File: src/mpfc_pkg.sv
// ----------------------------------------------------------------------------
// mpfc_pkg
// Shared types, codes and constants of the MAC pair flow counter: the request
// and response words, the controller command and status groups, and the
// register map.
// ----------------------------------------------------------------------------
package mpfc_pkg;

  localparam int unsigned MAX_FLOWS_DEF   = 64;
  localparam int unsigned COUNT_WIDTH_DEF = 32;

  localparam int unsigned MAC_W    = 48;
  localparam int unsigned KEY_W    = 2 * MAC_W;
  localparam int unsigned LIMIT_W  = 7;
  localparam int unsigned IDX_W    = 6;
  localparam int unsigned PKT_W    = 32;
  localparam int unsigned ECOUNT_W = 7;

  localparam logic [LIMIT_W-1:0] LIMIT_RESET = LIMIT_W'(50);

  localparam int unsigned PADDR_W = 2;
  localparam int unsigned PDATA_W = 32;

  localparam logic [PADDR_W-1:0] ADDR_TABLE_LIMIT = '0;

  typedef enum logic [1:0] {
    REQ_FRAME = 2'd0,
    REQ_CLEAR = 2'd1,
    REQ_READ  = 2'd2,
    REQ_NONE  = 2'd3
  } req_type_t;

  typedef enum logic [2:0] {
    ST_COUNTED    = 3'd0,
    ST_NEW        = 3'd1,
    ST_DROPPED    = 3'd2,
    ST_CLEARED    = 3'd3,
    ST_READ_OK    = 3'd4,
    ST_READ_EMPTY = 3'd5
  } status_t;

  typedef struct packed {
    req_type_t         req_type;
    logic [MAC_W-1:0]  dst_mac;
    logic [MAC_W-1:0]  src_mac;
    logic [IDX_W-1:0]  read_index;
  } req_word_t;

  typedef struct packed {
    status_t              status;
    logic [IDX_W-1:0]     entry_index;
    logic [PKT_W-1:0]     packet_count;
    logic [MAC_W-1:0]     dst_mac_out;
    logic [MAC_W-1:0]     src_mac_out;
    logic [ECOUNT_W-1:0]  entry_count;
  } rsp_word_t;

  typedef struct packed {
    logic    accept;
    logic    scan;
    logic    hit_cap;
    logic    hit_upd;
    logic    insert;
    logic    read_idx;
    logic    rd_req;
    logic    rd_cap;
    logic    clear;
    logic    out_load;
    status_t code;
  } ctrl_cmd_t;

  typedef struct packed {
    req_type_t req_type;
    logic      table_empty;
    logic      read_hit;
    logic      hit;
    logic      scan_end;
    logic      can_insert;
    logic      out_free;
  } ctrl_sts_t;

endpackage

File: src/mpfc_ctrl.sv
// ----------------------------------------------------------------------------
// mpfc_ctrl
// Sequencer of the flow counter: decodes a request, clears the table, reads an
// entry or scans and updates or appends one, and loads the response register.
// ----------------------------------------------------------------------------
module mpfc_ctrl (
  input  logic                clk,
  input  logic                rst,
  input  logic                req_valid,
  output logic                req_stall,
  input  mpfc_pkg::ctrl_sts_t sts,
  output mpfc_pkg::ctrl_cmd_t cmd
);

  typedef enum logic [2:0] {
    S_IDLE,
    S_DECODE,
    S_SCAN,
    S_HIT,
    S_MISS,
    S_RWAIT,
    S_DONE
  } state_t;

  state_t            state;
  state_t            state_next;
  mpfc_pkg::status_t code;
  mpfc_pkg::status_t code_next;

  assign req_stall = (state != S_IDLE);

  always_comb begin
    state_next = state;
    code_next  = code;
    cmd        = '0;
    cmd.code   = code;
    unique case (state)
      S_IDLE: begin
        if (req_valid) begin
          cmd.accept = 1'b1;
          state_next = S_DECODE;
        end
      end
      S_DECODE: begin
        unique case (sts.req_type)
          mpfc_pkg::REQ_FRAME: begin
            state_next = sts.table_empty ? S_MISS : S_SCAN;
          end
          mpfc_pkg::REQ_CLEAR: begin
            cmd.clear  = 1'b1;
            code_next  = mpfc_pkg::ST_CLEARED;
            state_next = S_DONE;
          end
          mpfc_pkg::REQ_READ: begin
            cmd.read_idx = 1'b1;
            if (sts.read_hit) begin
              cmd.rd_req = 1'b1;
              state_next = S_RWAIT;
            end else begin
              code_next  = mpfc_pkg::ST_READ_EMPTY;
              state_next = S_DONE;
            end
          end
          default: begin
            state_next = S_IDLE;
          end
        endcase
      end
      S_SCAN: begin
        cmd.scan = 1'b1;
        if (sts.hit) begin
          cmd.hit_cap = 1'b1;
          state_next  = S_HIT;
        end else if (sts.scan_end) begin
          state_next = S_MISS;
        end
      end
      S_HIT: begin
        cmd.hit_upd = 1'b1;
        code_next   = mpfc_pkg::ST_COUNTED;
        state_next  = S_DONE;
      end
      S_MISS: begin
        if (sts.can_insert) begin
          cmd.insert = 1'b1;
          code_next  = mpfc_pkg::ST_NEW;
        end else begin
          code_next = mpfc_pkg::ST_DROPPED;
        end
        state_next = S_DONE;
      end
      S_RWAIT: begin
        cmd.rd_cap = 1'b1;
        code_next  = mpfc_pkg::ST_READ_OK;
        state_next = S_DONE;
      end
      S_DONE: begin
        if (sts.out_free) begin
          cmd.out_load = 1'b1;
          state_next   = S_IDLE;
        end
      end
      default: begin
        state_next = S_IDLE;
      end
    endcase
  end

  always_ff @(posedge clk) begin
    if (rst) begin
      state <= S_IDLE;
      code  <= mpfc_pkg::ST_COUNTED;
    end else begin
      state <= state_next;
      code  <= code_next;
    end
  end

  a_hit_entry: assert property (@(posedge clk) disable iff (rst)
    (state == S_HIT) |-> $past(sts.hit))
    else $error("update entered without a key match");

  a_port_users: assert property (@(posedge clk) disable iff (rst)
    $onehot0({cmd.scan, cmd.rd_req, cmd.insert}))
    else $error("store port claimed twice");

  a_load_code: assert property (@(posedge clk) disable iff (rst)
    cmd.out_load |=> (state == S_IDLE))
    else $error("response loaded without return to idle");

endmodule

File: config.mk
export PLATFORM = sky130hd
export DESIGN_NAME = mpfc_ctrl
export DESIGN_NICKNAME = d
export VERILOG_FILES = /design/src/mpfc_pkg.sv /design/src/mpfc_ctrl.sv
export SDC_FILE = /design/constraint.sdc
export NUM_CORES = 1
export LEC_CHECK = 0
export BUFFER_PORTS_ARGS = -buffer_cell sky130_fd_sc_hd__buf_2
export CORE_AREA = 2 2 39 41
export CTS_CLUSTER_DIAMETER = 60
export DETAILED_ROUTE_END_ITERATION = 16
export DIE_AREA = 0 0 41 43
export PLACE_DENSITY = 0.79
export SYNTH_ARGS = -nofsm -noshare
export SYNTH_HDL_FRONTEND = slang
export SYNTH_SLANG_ARGS = --single-unit
File: constraint.sdc
create_clock -name clk -period 1.5 [get_ports clk]
set_input_delay 0.375 -clock clk [delete_from_list [all_inputs] [get_ports clk]]
set_output_delay 0.375 -clock clk [all_outputs]
set_load 0.02 [all_outputs]
==> metrics.txt <==
Longest Clk Path Bufs 2; Rows 14; Hold Fails Final Rpt 0; max cap viols 0; DIE HEIGHT 43 um; Post-Syn Area per Cell 7.473 um2; depth of the CTS H-tree 1; post-route ant nets 0; DR vias/cell between 5 and 6; CTS sink cnt 6; final worst path period share 109.2%; gr usage total between 20 and 25%; failing checks setup timing; Combinational Power Share roughly 73%; Non-Filler Instances approximately 130; final setup margin -0.1376 ns; Critical Path AT 1.26 ns; fin area approximately 0.001 mm2; Initial DRC Count 7; # hold bufs at CTS 0; r2r startpoint state[2]; pin count of the biggest net entering global routing 9; startpoint types register; HP Class input pin to register; DRC 0; Place WS -0.02990 ns; most frequent cells in the layout buf_4 (18), buf_2 (13), buf_6 (9), nor2_1 (7); CTS buffer count 3; total chip power about 0.0015 W; Synth-to-Final Area Change 83.49%; Mapped Cells 73; Clk Latency, worst-skew pair around 0.25 ns; Warnings, synthesis 0; f_max a little over 600 MHz; worst r2r dst state[0]; Worst-Margin Slew approximately 0.30 ns; Final Net Count between 100 and 150; WHS Endpoint state[0]; Core Region 0.001384 mm2; share of cells above drive strength 1 60.87%; CTS tree built; Max VDD drop ~870 uV; top cells by area, synth dfxtp_1 (22%), ha_1 (9.2%), nor2_1 (8.3%); Cell Int Power 0.0008252 W; worst hold path depth 2; leakage power between 0.4 and 0.5 nW; HP Start rst; top layer reached by signal wires met4; clock share of power between 10% and 20%; DRT met1 WL 717 um; area leader, netlist dfxtp_1; met2 wire len about 1000 um; first-pass GRT wire length 2649 um; Worst setup EP type output pin; grt ovf 0; Synth top area share 22.02%; crit-path max FO 4; met3 wire len between 90 and 100 um; Setup Skew 0.005569 ns; Starting Density around 39%; Distinct cells, synth 32; area post-placement ~750 um2; placed cell count 120; clock root buffer clkbuf_4; input/output buffers 24; flop2flop setup slack ~0.09 ns; num ports 25; Sw Ratio 44.13%; number of global-route vias before repair between 600 and 700; Clock transition at path regs about 0.050 ns; Cell Area, Synth roughly 550 um2; total number of vias 702; die area 0.001763 mm2; r2r worst-path depth 5; die width approximately 41 um; Psw 0.0006517 W; # setup viols final 9; Worst slew margin roughly 80%; Syn Nets 88; RSZ-0062 raised after global routing true; critical path class register to output pin; PwrDens 1475 mW/mm2; status finished, violations left; Ant. Diodes 0; Hold WS 0.4233 ns; placer's final routability congestion estimate approximately 0.85; Critical Path RT 1.12 ns; initial antenna violation count 0; DRT Pass-1 Iters 4; dpl hpwl 1132 um; sequential fraction of the synthesis area 22.02%; flops & latches, synth 6; Final Max Tran Viols 0; routed wire length between 1500 and 2000 um; minimum clock period about 1.6 ns; wire per inst 14.73 um; Sequential Power Share 17.1%; commonest non-fill, non-tap cell in the layout buf_4
-- per-stage QoR --
stage                     setup TNS (ns)  util (%)
after floorplan                        0         -
after global placement                 0     53.89
after detailed placement        -0.06124     53.89
after CTS                        -0.3656     67.09
after global routing             -0.7624     72.33
final                            -0.4290     72.33
-- kinds of logic (layout without fill, tap and decap cells) --
logic type / Yosys count / count (layout) / share of synthesized area (%)
flops: 6 / 6 / 22.02
simple gates: 33 / 33 / 34.17
buf+inv: 10 / 52 / 8.485
fa+ha+maj: 4 / 4 / 9.175
compound gates: 20 / 20 / 26.15
-- synthesized netlist by cell type (all sizes together) --
cell type,number
o41ai,2
inv,7
nor4b,1
or4,1
nor3b,2
ha,4
nor2b,2
a221oi,1
nor3,2
clkbuf,1
dfxtp,6
and3,2
a211oi,1
or2,1
nor2,13
nand2,4
o211ai,1
a21o,1
a21oi,6
o21a,1
or3b,1
o31ai,1
nor4,2
o21ai,2
buf,2
a31oi,3
o22ai,1
nand2b,2
-- cell type report --
| cell class | instances | area (um2) |
|---|---|---|
| Clock buffer | 3 | 22.52 |
| Fill cell | 110 | 382.9 |
| Inverter | 7 | 30.03 |
| Multi-Input combinational cell | 57 | 465.4 |
| Sequential cell | 6 | 126.4 |
| Tap cell | 16 | 20.02 |
| Timing Repair Buffer | 42 | 336.6 |
-- metal layers --
layer  global-route usage, %  vias up
met5                       0        -
met3                   4.712       13
met1                   24.68      310
met4                   19.33        0
met2                   35.63       33
li1                        -      346
-- how the worst max path moves through the flow --
stage,endpoint,cells past startpoint,startpoint
finish,cmd[6],3,state[2]
global route,cmd[6],3,state[2]
detailed placement,code[0],7,sts[6]
floorplan,cmd[6],3,state[1]
global placement,code[2],7,sts[6]
CTS,cmd[6],3,state[1]
-- repair_timing --
item	CTS	global route
setup endpoints to repair	11	11
buffers inserted	8	0
pin swaps	5	8
gates resized for setup	26	21
-- state kept, by name (all words and copies together), names as in the netlist --
| signal | flops |
|---|---|
| code | 3 |
| state | 3 |
-- critical path: stages, from the launching register on --
cell	delay (ns)
dfxtp_2	0.34
or3b_4	0.44
nor2_4	0.11
buf_6	0.12
-- power by group through the flow --
| stage | sequential [W] | clock, W | combinational (W) |
|---|---|---|---|
| after global placement | 0.000241 | 0 | 0.000671 |
| after CTS | 0.000246 | 0.000159 | 0.000926 |
| final | 0.000253 | 0.000153 | 0.00107 |
| after floorplan | 0.000260 | 0 | 0.000449 |
| after global routing | 0.000260 | 0.000157 | 0.00114 |
| after detailed placement | 0.000242 | 0 | 0.000684 |
No activity file was read; power rests on OpenSTA's default activity.
